$ cat src/hdl/jmss_pkg.sv
// ============================================================================
// jmss_pkg
// Shared types and constants of the jpeg marker scan splitter: byte and
// record beats, the event passed from the scanner to the output stage.
// ============================================================================
package jmss_pkg;

    localparam int OFFSET_BITS = 32;
    localparam int QUEUE_DEPTH = 4;
    localparam int QUEUE_PTR_BITS = $clog2(QUEUE_DEPTH);

    localparam logic [7:0] BYTE_FF   = 8'hFF;
    localparam logic [7:0] BYTE_ZERO = 8'h00;
    localparam logic [7:0] SOI_CODE  = 8'hD8;
    localparam logic [7:0] EOI_CODE  = 8'hD9;
    localparam logic [7:0] RST0_CODE = 8'hD0;
    localparam logic [7:0] RST7_CODE = 8'hD7;
    localparam logic [OFFSET_BITS-1:0] FOURTH_BYTE_POS = OFFSET_BITS'(3);

    localparam logic [1:0] STATUS_SHORT = 2'd0;
    localparam logic [1:0] STATUS_NONE  = 2'd1;
    localparam logic [1:0] STATUS_BASE  = 2'd2;
    localparam logic [1:0] STATUS_BOTH  = 2'd3;

    localparam logic KIND_MARKER  = 1'b0;
    localparam logic KIND_SUMMARY = 1'b1;

    typedef struct packed {
        logic [7:0] data_byte;
        logic       is_last;
    } byte_item_t;

    typedef struct packed {
        logic                   record_kind;
        logic [7:0]             marker_code;
        logic [OFFSET_BITS-1:0] marker_offset;
        logic [15:0]            segment_length;
        logic [OFFSET_BITS-1:0] first_start;
        logic [OFFSET_BITS-1:0] first_end;
        logic [OFFSET_BITS-1:0] second_start;
        logic [OFFSET_BITS-1:0] second_end;
        logic [1:0]             status;
        logic                   last_of_run;
    } rec_item_t;

    // one accepted byte that produced output: a marker, a summary or both
    typedef struct packed {
        logic                   has_marker;
        logic [7:0]             marker_code;
        logic [OFFSET_BITS-1:0] marker_offset;
        logic [15:0]            segment_length;
        logic                   has_summary;
        logic [OFFSET_BITS-1:0] first_start;
        logic [OFFSET_BITS-1:0] first_end;
        logic [OFFSET_BITS-1:0] second_start;
        logic [OFFSET_BITS-1:0] second_end;
        logic [1:0]             status;
    } scan_event_t;

    typedef struct packed {
        logic full;
        logic empty;
    } queue_status_t;

endpackage

$ cat src/hdl/jmss_front.sv
// ============================================================================
// jmss_front
// Byte scanner: tracks marker, length and skip phases, keeps SOI/EOI
// positions and builds one event per byte that yields output.
// ============================================================================
module jmss_front
(
    input  logic                   clk,
    input  logic                   rst_n,
    input  logic                   byte_valid,
    output logic                   byte_ready,
    input  jmss_pkg::byte_item_t   byte_item,
    input  jmss_pkg::queue_status_t q_status,
    output logic                   push,
    output jmss_pkg::scan_event_t  push_event
);

    localparam logic [2:0] PH_SEARCH  = 3'd0;
    localparam logic [2:0] PH_HAVE_FF = 3'd1;
    localparam logic [2:0] PH_LEN_HI  = 3'd2;
    localparam logic [2:0] PH_LEN_LO  = 3'd3;
    localparam logic [2:0] PH_SKIP    = 3'd4;

    localparam int OB = jmss_pkg::OFFSET_BITS;

    logic [OB-1:0]  pos_reg, pos_next;
    logic [2:0]     phase_reg, phase_next;
    logic [15:0]    skip_reg, skip_next;
    logic [7:0]     held_code_reg, held_code_next;
    logic [OB-1:0]  held_off_reg, held_off_next;
    logic [7:0]     len_hi_reg, len_hi_next;
    logic [OB-1:0]  soi0_reg, soi0_next, soi1_reg, soi1_next;
    logic [OB-1:0]  eoi0_reg, eoi0_next, eoi1_reg, eoi1_next;
    logic [1:0]     soi_cnt_reg, soi_cnt_next, eoi_cnt_reg, eoi_cnt_next;
    logic           four_reg, four_next;

    logic           accept;
    logic [7:0]     b;
    logic           mk_valid;
    logic [7:0]     mk_code;
    logic [OB-1:0]  mk_off;
    logic [15:0]    mk_len;
    logic [15:0]    full_len;
    logic [15:0]    skip_dec;
    logic [OB-1:0]  eoi_end;
    logic [1:0]     st;

    assign byte_ready = !q_status.full;
    assign accept     = byte_valid && byte_ready;
    assign b          = byte_item.data_byte;
    assign full_len   = {len_hi_reg, b};
    assign skip_dec   = skip_reg - 16'd1;

    always_comb
    begin
        phase_next     = phase_reg;
        skip_next      = skip_reg;
        held_code_next = held_code_reg;
        held_off_next  = held_off_reg;
        len_hi_next    = len_hi_reg;
        mk_valid       = 1'b0;
        mk_code        = held_code_reg;
        mk_off         = held_off_reg;
        mk_len         = 16'd0;

        unique case (phase_reg)
            PH_HAVE_FF:
            begin
                if (b == jmss_pkg::BYTE_ZERO)
                begin
                    phase_next = PH_SEARCH;
                end
                else if (b >= jmss_pkg::RST0_CODE && b <= jmss_pkg::EOI_CODE)
                begin
                    // standalone markers carry no length
                    mk_valid   = 1'b1;
                    mk_code    = b;
                    phase_next = PH_SEARCH;
                end
                else
                begin
                    held_code_next = b;
                    phase_next     = PH_LEN_HI;
                end
            end
            PH_LEN_HI:
            begin
                len_hi_next = b;
                phase_next  = PH_LEN_LO;
            end
            PH_LEN_LO:
            begin
                mk_valid = 1'b1;
                mk_len   = full_len;
                if (full_len >= 16'd3)
                begin
                    skip_next  = full_len - 16'd2;
                    phase_next = PH_SKIP;
                end
                else
                begin
                    // lengths 0 to 2 leave nothing to skip
                    phase_next = PH_SEARCH;
                end
            end
            PH_SKIP:
            begin
                skip_next = skip_dec;
                if (skip_dec == 16'd0)
                begin
                    phase_next = PH_SEARCH;
                end
            end
            default:
            begin
                if (b == jmss_pkg::BYTE_FF)
                begin
                    held_off_next = pos_reg;
                    phase_next    = PH_HAVE_FF;
                end
                else
                begin
                    phase_next = PH_SEARCH;
                end
            end
        endcase

        // length bytes cut off by the end of the file
        if (byte_item.is_last && (phase_next == PH_LEN_HI || phase_next == PH_LEN_LO))
        begin
            mk_valid = 1'b1;
            mk_code  = held_code_next;
            mk_off   = held_off_next;
            mk_len   = 16'd0;
        end
    end

    assign eoi_end = mk_off + OB'(2);

    always_comb
    begin
        soi0_next    = soi0_reg;
        soi1_next    = soi1_reg;
        eoi0_next    = eoi0_reg;
        eoi1_next    = eoi1_reg;
        soi_cnt_next = soi_cnt_reg;
        eoi_cnt_next = eoi_cnt_reg;
        if (mk_valid && mk_code == jmss_pkg::SOI_CODE && soi_cnt_reg < 2'd2)
        begin
            if (soi_cnt_reg == 2'd0)
            begin
                soi0_next = mk_off;
            end
            else
            begin
                soi1_next = mk_off;
            end
            soi_cnt_next = soi_cnt_reg + 2'd1;
        end
        if (mk_valid && mk_code == jmss_pkg::EOI_CODE && eoi_cnt_reg < 2'd2)
        begin
            if (eoi_cnt_reg == 2'd0)
            begin
                eoi0_next = eoi_end;
            end
            else
            begin
                eoi1_next = eoi_end;
            end
            eoi_cnt_next = eoi_cnt_reg + 2'd1;
        end
    end

    assign four_next = four_reg || (pos_reg == jmss_pkg::FOURTH_BYTE_POS);

    always_comb
    begin
        if (!four_next)
        begin
            st = jmss_pkg::STATUS_SHORT;
        end
        else if (soi_cnt_next == 2'd0 || eoi_cnt_next == 2'd0)
        begin
            st = jmss_pkg::STATUS_NONE;
        end
        else if (soi_cnt_next < 2'd2 || eoi_cnt_next < 2'd2)
        begin
            st = jmss_pkg::STATUS_BASE;
        end
        else
        begin
            st = jmss_pkg::STATUS_BOTH;
        end
    end

    always_comb
    begin
        push_event                = '0;
        push_event.has_marker     = mk_valid;
        push_event.marker_code    = mk_code;
        push_event.marker_offset  = mk_off;
        push_event.segment_length = mk_len;
        push_event.has_summary    = byte_item.is_last;
        push_event.status         = st;
        if (st == jmss_pkg::STATUS_BASE || st == jmss_pkg::STATUS_BOTH)
        begin
            push_event.first_start = soi0_next;
            push_event.first_end   = eoi0_next;
        end
        if (st == jmss_pkg::STATUS_BOTH)
        begin
            push_event.second_start = soi1_next;
            push_event.second_end   = eoi1_next;
        end
    end

    assign push     = accept && (mk_valid || byte_item.is_last);
    assign pos_next = pos_reg + OB'(1);

    always_ff @(posedge clk or negedge rst_n)
    begin
        if (!rst_n)
        begin
            pos_reg       <= '0;
            phase_reg     <= PH_SEARCH;
            skip_reg      <= '0;
            held_code_reg <= '0;
            held_off_reg  <= '0;
            len_hi_reg    <= '0;
            soi0_reg      <= '0;
            soi1_reg      <= '0;
            eoi0_reg      <= '0;
            eoi1_reg      <= '0;
            soi_cnt_reg   <= '0;
            eoi_cnt_reg   <= '0;
            four_reg      <= 1'b0;
        end
        else if (accept)
        begin
            if (byte_item.is_last)
            begin
                // file done, next byte starts a new one
                pos_reg       <= '0;
                phase_reg     <= PH_SEARCH;
                skip_reg      <= '0;
                held_code_reg <= '0;
                held_off_reg  <= '0;
                len_hi_reg    <= '0;
                soi0_reg      <= '0;
                soi1_reg      <= '0;
                eoi0_reg      <= '0;
                eoi1_reg      <= '0;
                soi_cnt_reg   <= '0;
                eoi_cnt_reg   <= '0;
                four_reg      <= 1'b0;
            end
            else
            begin
                pos_reg       <= pos_next;
                phase_reg     <= phase_next;
                skip_reg      <= skip_next;
                held_code_reg <= held_code_next;
                held_off_reg  <= held_off_next;
                len_hi_reg    <= len_hi_next;
                soi0_reg      <= soi0_next;
                soi1_reg      <= soi1_next;
                eoi0_reg      <= eoi0_next;
                eoi1_reg      <= eoi1_next;
                soi_cnt_reg   <= soi_cnt_next;
                eoi_cnt_reg   <= eoi_cnt_next;
                four_reg      <= four_next;
            end
        end
    end

endmodule

$ cat src/hdl/jmss_queue.sv
// ============================================================================
// jmss_queue
// Short event queue between the scanner and the record output stage.
// ============================================================================
module jmss_queue
(
    input  logic                    clk,
    input  logic                    rst_n,
    input  logic                    push,
    input  jmss_pkg::scan_event_t   push_event,
    input  logic                    pop,
    output jmss_pkg::scan_event_t   head_event,
    output jmss_pkg::queue_status_t q_status
);

    localparam int PB = jmss_pkg::QUEUE_PTR_BITS;

    jmss_pkg::scan_event_t slots_reg [jmss_pkg::QUEUE_DEPTH];

    logic [PB-1:0] wr_ptr_reg, wr_ptr_next;
    logic [PB-1:0] rd_ptr_reg, rd_ptr_next;
    logic [PB:0]   count_reg, count_next;
    logic          do_push, do_pop;

    assign q_status.full  = (count_reg == (PB+1)'(jmss_pkg::QUEUE_DEPTH));
    assign q_status.empty = (count_reg == '0);
    assign do_push        = push && !q_status.full;
    assign do_pop         = pop && !q_status.empty;
    assign head_event     = slots_reg[rd_ptr_reg];

    assign wr_ptr_next = (wr_ptr_reg == PB'(jmss_pkg::QUEUE_DEPTH - 1)) ? '0 : wr_ptr_reg + PB'(1);
    assign rd_ptr_next = (rd_ptr_reg == PB'(jmss_pkg::QUEUE_DEPTH - 1)) ? '0 : rd_ptr_reg + PB'(1);

    always_comb
    begin
        count_next = count_reg;
        if (do_push && !do_pop)
        begin
            count_next = count_reg + (PB+1)'(1);
        end
        else if (do_pop && !do_push)
        begin
            count_next = count_reg - (PB+1)'(1);
        end
    end

    always_ff @(posedge clk or negedge rst_n)
    begin
        if (!rst_n)
        begin
            wr_ptr_reg <= '0;
            rd_ptr_reg <= '0;
            count_reg  <= '0;
        end
        else
        begin
            if (do_push)
            begin
                wr_ptr_reg <= wr_ptr_next;
            end
            if (do_pop)
            begin
                rd_ptr_reg <= rd_ptr_next;
            end
            count_reg <= count_next;
        end
    end

    always_ff @(posedge clk)
    begin
        if (do_push)
        begin
            slots_reg[wr_ptr_reg] <= push_event;
        end
    end

endmodule

$ cat src/hdl/jmss_back.sv
// ============================================================================
// jmss_back
// Record output stage: holds one event and hands out its marker record
// and its summary record as separate beats.
// ============================================================================
module jmss_back
(
    input  logic                    clk,
    input  logic                    rst_n,
    input  jmss_pkg::scan_event_t   head_event,
    input  jmss_pkg::queue_status_t q_status,
    output logic                    pop,
    output logic                    rec_valid,
    input  logic                    rec_ready,
    output jmss_pkg::rec_item_t     rec_item
);

    jmss_pkg::scan_event_t cur_reg;
    logic                  cur_valid_reg;
    logic                  sum_phase_reg;

    logic show_marker;
    logic taken;
    logic done;
    logic load;

    assign show_marker = cur_reg.has_marker && !sum_phase_reg;
    assign rec_valid   = cur_valid_reg;
    assign taken       = rec_valid && rec_ready;
    // an event with both parts needs a second beat
    assign done        = taken && !(show_marker && cur_reg.has_summary);
    assign load        = !cur_valid_reg || done;
    assign pop         = load && !q_status.empty;

    always_comb
    begin
        rec_item = '0;
        if (show_marker)
        begin
            rec_item.record_kind    = jmss_pkg::KIND_MARKER;
            rec_item.marker_code    = cur_reg.marker_code;
            rec_item.marker_offset  = cur_reg.marker_offset;
            rec_item.segment_length = cur_reg.segment_length;
            rec_item.last_of_run    = !cur_reg.has_summary;
        end
        else
        begin
            rec_item.record_kind  = jmss_pkg::KIND_SUMMARY;
            rec_item.first_start  = cur_reg.first_start;
            rec_item.first_end    = cur_reg.first_end;
            rec_item.second_start = cur_reg.second_start;
            rec_item.second_end   = cur_reg.second_end;
            rec_item.status       = cur_reg.status;
            rec_item.last_of_run  = 1'b1;
        end
    end

    always_ff @(posedge clk or negedge rst_n)
    begin
        if (!rst_n)
        begin
            cur_valid_reg <= 1'b0;
            sum_phase_reg <= 1'b0;
        end
        else if (load)
        begin
            cur_valid_reg <= !q_status.empty;
            sum_phase_reg <= 1'b0;
        end
        else if (taken)
        begin
            sum_phase_reg <= 1'b1;
        end
    end

    always_ff @(posedge clk)
    begin
        if (pop)
        begin
            cur_reg <= head_event;
        end
    end

endmodule

$ cat src/hdl/jpeg_marker_scan_splitter_core.sv
// ============================================================================
// jpeg_marker_scan_splitter_core
// Scans a JPEG byte stream, one byte per beat, and reports every marker
// with its offset, code and segment length, then an end-of-file summary
// with the first two SOI offsets, the first two EOI ends and a status.
// The scanner takes one byte per clock while the queue has room; a byte that
// yields output puts one event into a four-entry queue, and the output stage
// sends one record per clock while rec_ready is high, so a final byte that
// also closes a marker costs two output records. The queue absorbs that and
// short stalls; byte_ready drops only while the queue is full.
// ============================================================================
module jpeg_marker_scan_splitter_core
(
    input  logic                 clk,
    input  logic                 rst_n,
    input  logic                 byte_valid,
    output logic                 byte_ready,
    input  jmss_pkg::byte_item_t byte_item,
    output logic                 rec_valid,
    input  logic                 rec_ready,
    output jmss_pkg::rec_item_t  rec_item
);

    jmss_pkg::scan_event_t   push_event;
    jmss_pkg::scan_event_t   head_event;
    jmss_pkg::queue_status_t q_status;
    logic                    push;
    logic                    pop;

    jmss_front u_front
    (
        .clk        (clk),
        .rst_n      (rst_n),
        .byte_valid (byte_valid),
        .byte_ready (byte_ready),
        .byte_item  (byte_item),
        .q_status   (q_status),
        .push       (push),
        .push_event (push_event)
    );

    jmss_queue u_queue
    (
        .clk        (clk),
        .rst_n      (rst_n),
        .push       (push),
        .push_event (push_event),
        .pop        (pop),
        .head_event (head_event),
        .q_status   (q_status)
    );

    jmss_back u_back
    (
        .clk        (clk),
        .rst_n      (rst_n),
        .head_event (head_event),
        .q_status   (q_status),
        .pop        (pop),
        .rec_valid  (rec_valid),
        .rec_ready  (rec_ready),
        .rec_item   (rec_item)
    );

endmodule
$ cat config.mk
export PLATFORM = sky130hd
export DESIGN_NAME = jpeg_marker_scan_splitter_core
export DESIGN_NICKNAME = d
export VERILOG_FILES = /design/src/hdl/jmss_pkg.sv /design/src/hdl/jmss_front.sv /design/src/hdl/jmss_queue.sv /design/src/hdl/jmss_back.sv /design/src/hdl/jpeg_marker_scan_splitter_core.sv
export SDC_FILE = /design/constraint.sdc
export NUM_CORES = 1
export LEC_CHECK = 0
export CELL_PAD_IN_SITES_DETAIL_PLACEMENT = 2
export CELL_PAD_IN_SITES_GLOBAL_PLACEMENT = 2
export CORE_MARGIN = 1.5
export CORE_UTILIZATION = 47
export DETAILED_ROUTE_END_ITERATION = 10
export DONT_BUFFER_PORTS = 1
export GPL_TIMING_DRIVEN = 0
export PLACE_DENSITY = 0.79
export SYNTH_ARGS = -nofsm -noshare
export SYNTH_HDL_FRONTEND = slang
export SYNTH_HIERARCHICAL = 1
export SYNTH_SLANG_ARGS = --single-unit
$ cat constraint.sdc
create_clock -name clk -period 14.9 [get_ports clk]
set_input_delay 0.745 -clock clk [delete_from_list [all_inputs] [get_ports clk]]
set_output_delay 0.745 -clock clk [all_outputs]
set_load 0.01 [all_outputs]
==> key figures <==
Outcome
  • Status: finished, final reports clean

Cells and area
  • Storage element area: 34300 um2
  • Largest register FFs: 752
  • Multi-input gate area: 13800 um2
  • Share of layout cells above drive strength 1: 16.4%
  • Layout fillers: 9153
  • Post-layout nets: 3331
  • Area Growth Syn to Fin: 13.4%
  • Fin area: 56000 um2

Worst setup path
  • Startpoint Class: flip-flop
  • Crit path capture type: flip-flop
  • Reg2Reg Setup Slack: 8.43 ns
  • Register-to-Register Path Depth: 13
  • Worst EP arrival: 6.88 ns
  • Crit path kind: reg -> reg
  • CP required: 15.31 ns
  • Crit Path Max Fanout: 10
  • Origin of the critical flop-to-flop path: u_front/phase_reg[2]
  • R2R Path End: u_queue/slots_reg[2][1]

STA
  • Fin crit period: 6.47 ns
  • Worst slew margin: 6.29%
  • TNS Setup: 0 ns
  • Final setup skew: 0.0334 ns
  • Fin. Hold Viols: 0
  • RSZ-0062 raised after global routing: false
  • Final setup viols: 0
  • Final period util: 43.4%
  • Fmax: 0.155 GHz
  • Slew Viols, Final: 0
  • Setup ws final: 8.43 ns
  • Slew @ Worst Pin: 1.39 ns

Synth
  • Synth Cell Area: 49400 um2
  • Netlist cell types: 76
  • Syn_area_per_cell: 15.7 um2
  • Mapped Cells: 3141
  • Synth warn: 6
  • Post-Syn Nets: 3168
  • Post-synth EDFFs: 940
  • Sequential cell area fraction in the yosys report: 69.4%
  • Post-synth ARST share: 20.4%
  • Synth Register Bits: 1181
  • Main synth FF type: edfxtp_1

Placed design
  • Worst slack at placement: 8.56 ns
  • RePlAce Congestion: 0.867
  • Port Buffers: 0
  • Post-detail-place hpwl: 111000 um
  • Placed Area: 51700 um2

Min path
  • Hold path start: rec_ready
  • Hold Path Sink: u_back/rec_valid
  • Hold path cells: 1
  • Min-Delay Path Class: in -> reg

GRT
  • Largest net degree at the start of global routing: 242
  • Initial antenna violation count: 8
  • First-pass GRT wire length: 251000 um
  • Number of global-route vias before repair: 34100
  • Grt ovf: 0
  • Total track usage: 32.8%

Route
  • Remaining antenna violation count: 0
  • WL final: 174000 um
  • DRC Markers: 0
  • Via count: 30800
  • Routed length per instance: 36.3 um
  • Initial DRC Count: 2939
  • DR vias/cell: 6.42
  • Pre-antenna DRT Iters: 5

Die
  • Die width: 327 um
  • IO Pins: 203
  • FP Rows: 118
  • Starting density of the core: 47.6%
  • Core Region: 104000 um2
  • Die area: 107000 um2
  • Die height: 327 um

CTS
  • # clock sinks: 1181
  • Clock-pin transition on the worst setup and hold timing paths: 0.06 ns
  • CTS HTree Levels: 4
  • Worst skew pair latency: 0.77 ns
  • Root Driver: clkbuf_16
  • Cts repair resizes: 0
  • CTS tree: yes
  • CTS buffer count: 130
  • CTS Buffer Depth: 3

Power and ir drop
  • Worst ir drop on vdd: 109 uV
  • Pleak: 19.4 nW
  • Pwr Density: 182 nW/um2

Run
  • Max-Cap Viols: 0
## cells in the mapped netlist (all sizes together), types with 3 or more instances
library cell | count | area share [%]
a22o | 69 | 1.2
nor2 | 157 | 1.2
nand3 | 35 | 0.35
a21oi | 137 | 1.4
mux2 | 5 | 0.12
nand2b | 4 | 0.051
nor3 | 30 | 0.32
clkbuf | 182 | 1.4
and3 | 17 | 0.22
or3 | 11 | 0.14
xor2 | 40 | 0.71
o21ai | 110 | 1.1
a22oi | 18 | 0.27
mux4 | 188 | 8.6
o41ai | 3 | 0.053
ha | 13 | 0.33
mux2i | 117 | 2.4
buf | 86 | 1.2
edfxtp | 940 | 57
a31oi | 5 | 0.063
nand3b | 5 | 0.076
nand2 | 190 | 1.4
xnor2 | 37 | 0.66
and2 | 235 | 3.0
inv | 23 | 0.17
or4 | 5 | 0.084
a21boi | 36 | 0.55
nor2b | 8 | 0.12
or2 | 4 | 0.051
a21o | 40 | 0.61
dfrtp | 241 | 12
nand4 | 17 | 0.22
nor4 | 82 | 1.6
o22ai | 11 | 0.14
a211oi | 6 | 0.091
## logic make-up (layout without fill, tap and decap cells)
| kind of cell | Yosys count | count (layout) | share of synthesized area, % |
|---|---|---|---|
| DFF | 1181 | 1181 | 69.4 |
| and+or+nand+nor | 814 | 814 | 9.16 |
| AOI/OAI and AO/OA | 454 | 454 | 5.86 |
| muxes | 310 | 310 | 11.1 |
| buffers and inverters | 291 | 561 | 2.79 |
| xor gates and xnor gates | 77 | 77 | 1.37 |
| adders and majority gates | 14 | 14 | 0.370 |
| other | 0 | 2 | 0 |
## layer usage
| layer | vias up | routed length, um | track usage, % |
|---|---|---|---|
| li1 | 12300 | - | - |
| met1 | 16500 | 63300 | 38.7 |
| met2 | 1472 | 89200 | 56.3 |
| met3 | 550 | 11500 | 6.70 |
| met4 | 6 | 10100 | 18.2 |
| met5 | - | 39 | 0 |
## worst max-delay path, stage by stage, from the launching register on
cell      delay [ns]
dfrtp_1         0.38
buf_6           0.14
or3b_4          0.42
a21oi_2         0.33
buf_4           0.26
a21oi_1         0.10
a211oi_1        0.85
nor4bb_1        0.68
clkbuf_1        0.46
nand4_1         0.15
a21oi_1         0.61
clkbuf_1        0.93
buf_1           0.50
nor3_2          0.28
## stage by stage
| step | util [%] | instances | power (mW) | hold WS [ns] |
|---|---|---|---|---|
| 2_1_floorplan | - | 3141 | 6.16 | 0.444 |
| 3_3_place_gp | 49.2 | 4521 | 6.94 | 0.456 |
| 3_5_place_dp | 49.8 | 4547 | 7.01 | 0.473 |
| 4_1_cts | 53.9 | 4787 | 10.3 | 0.0457 |
| 5_1_grt | 53.9 | 4792 | 10.5 | 0.0644 |
| 6_report | 53.9 | 4793 | 10.2 | 0.0887 |
## power by group
part | total [mW] | switching [mW] | internal, mW
logic | 2.49 | 1.61 | 0.882
clock network | 3.24 | 1.40 | 1.84
registers | 4.48 | 0.223 | 4.26
## layout by cell type (no fill, tap or decap), types with 17 or more instances in the layout
cell type,count
nor3_1,27
xnor2_1,37
xor2_1,40
mux2i_1,117
clkbuf_1,211
nand2_1,190
clkbuf_16,134
a21boi_0,36
nand3_1,35
mux4_2,188
a22o_1,69
and3_1,17
buf_6,27
edfxtp_1,940
clkinv_2,24
nand4_1,17
o21ai_0,107
nor4_2,42
buf_2,44
dfrtp_1,241
inv_1,22
and2_1,232
a21o_1,40
nor4_1,38
a21oi_1,136
a22oi_1,18
nor2_1,156
## cell type report
type | instances | share of cell area [%]
inverters | 23 | 0.154
well taps | 1380 | 3.08
clock buffers | 180 | 6.51
clock inverters | 59 | 0.943
multi-input cells | 1669 | 24.6
flip-flops and latches | 1181 | 61.2
plain buffers | 268 | 2.31
repair buffers | 31 | 1.20
diodes | 2 | 0.00894
## what timing repair did
action                                  in CTS  in global routing
endpoints found under the setup margin       0                  0
buffers inserted                             0                  0
hold endpoints to repair                   241                  4
hold buffers                                 1                  1
## worst max path at each step
stage,from,endpoint,slack [ns],depth (start not counted)
2_1_floorplan,u_queue/count_reg[0],u_queue/count_reg[1],2.51,7
3_3_place_gp,u_queue/count_reg[0],u_queue/count_reg[1],-5.32,7
3_5_place_dp,byte_item[0],u_queue/slots_reg[0][1],8.56,12
4_1_cts,u_front/phase_reg[2],u_queue/slots_reg[2][1],8.62,13
5_1_grt,u_front/phase_reg[2],u_queue/slots_reg[2][1],8.45,13
6_report,u_front/phase_reg[2],u_queue/slots_reg[2][1],8.43,13
(Power assumes the default switching activity.)
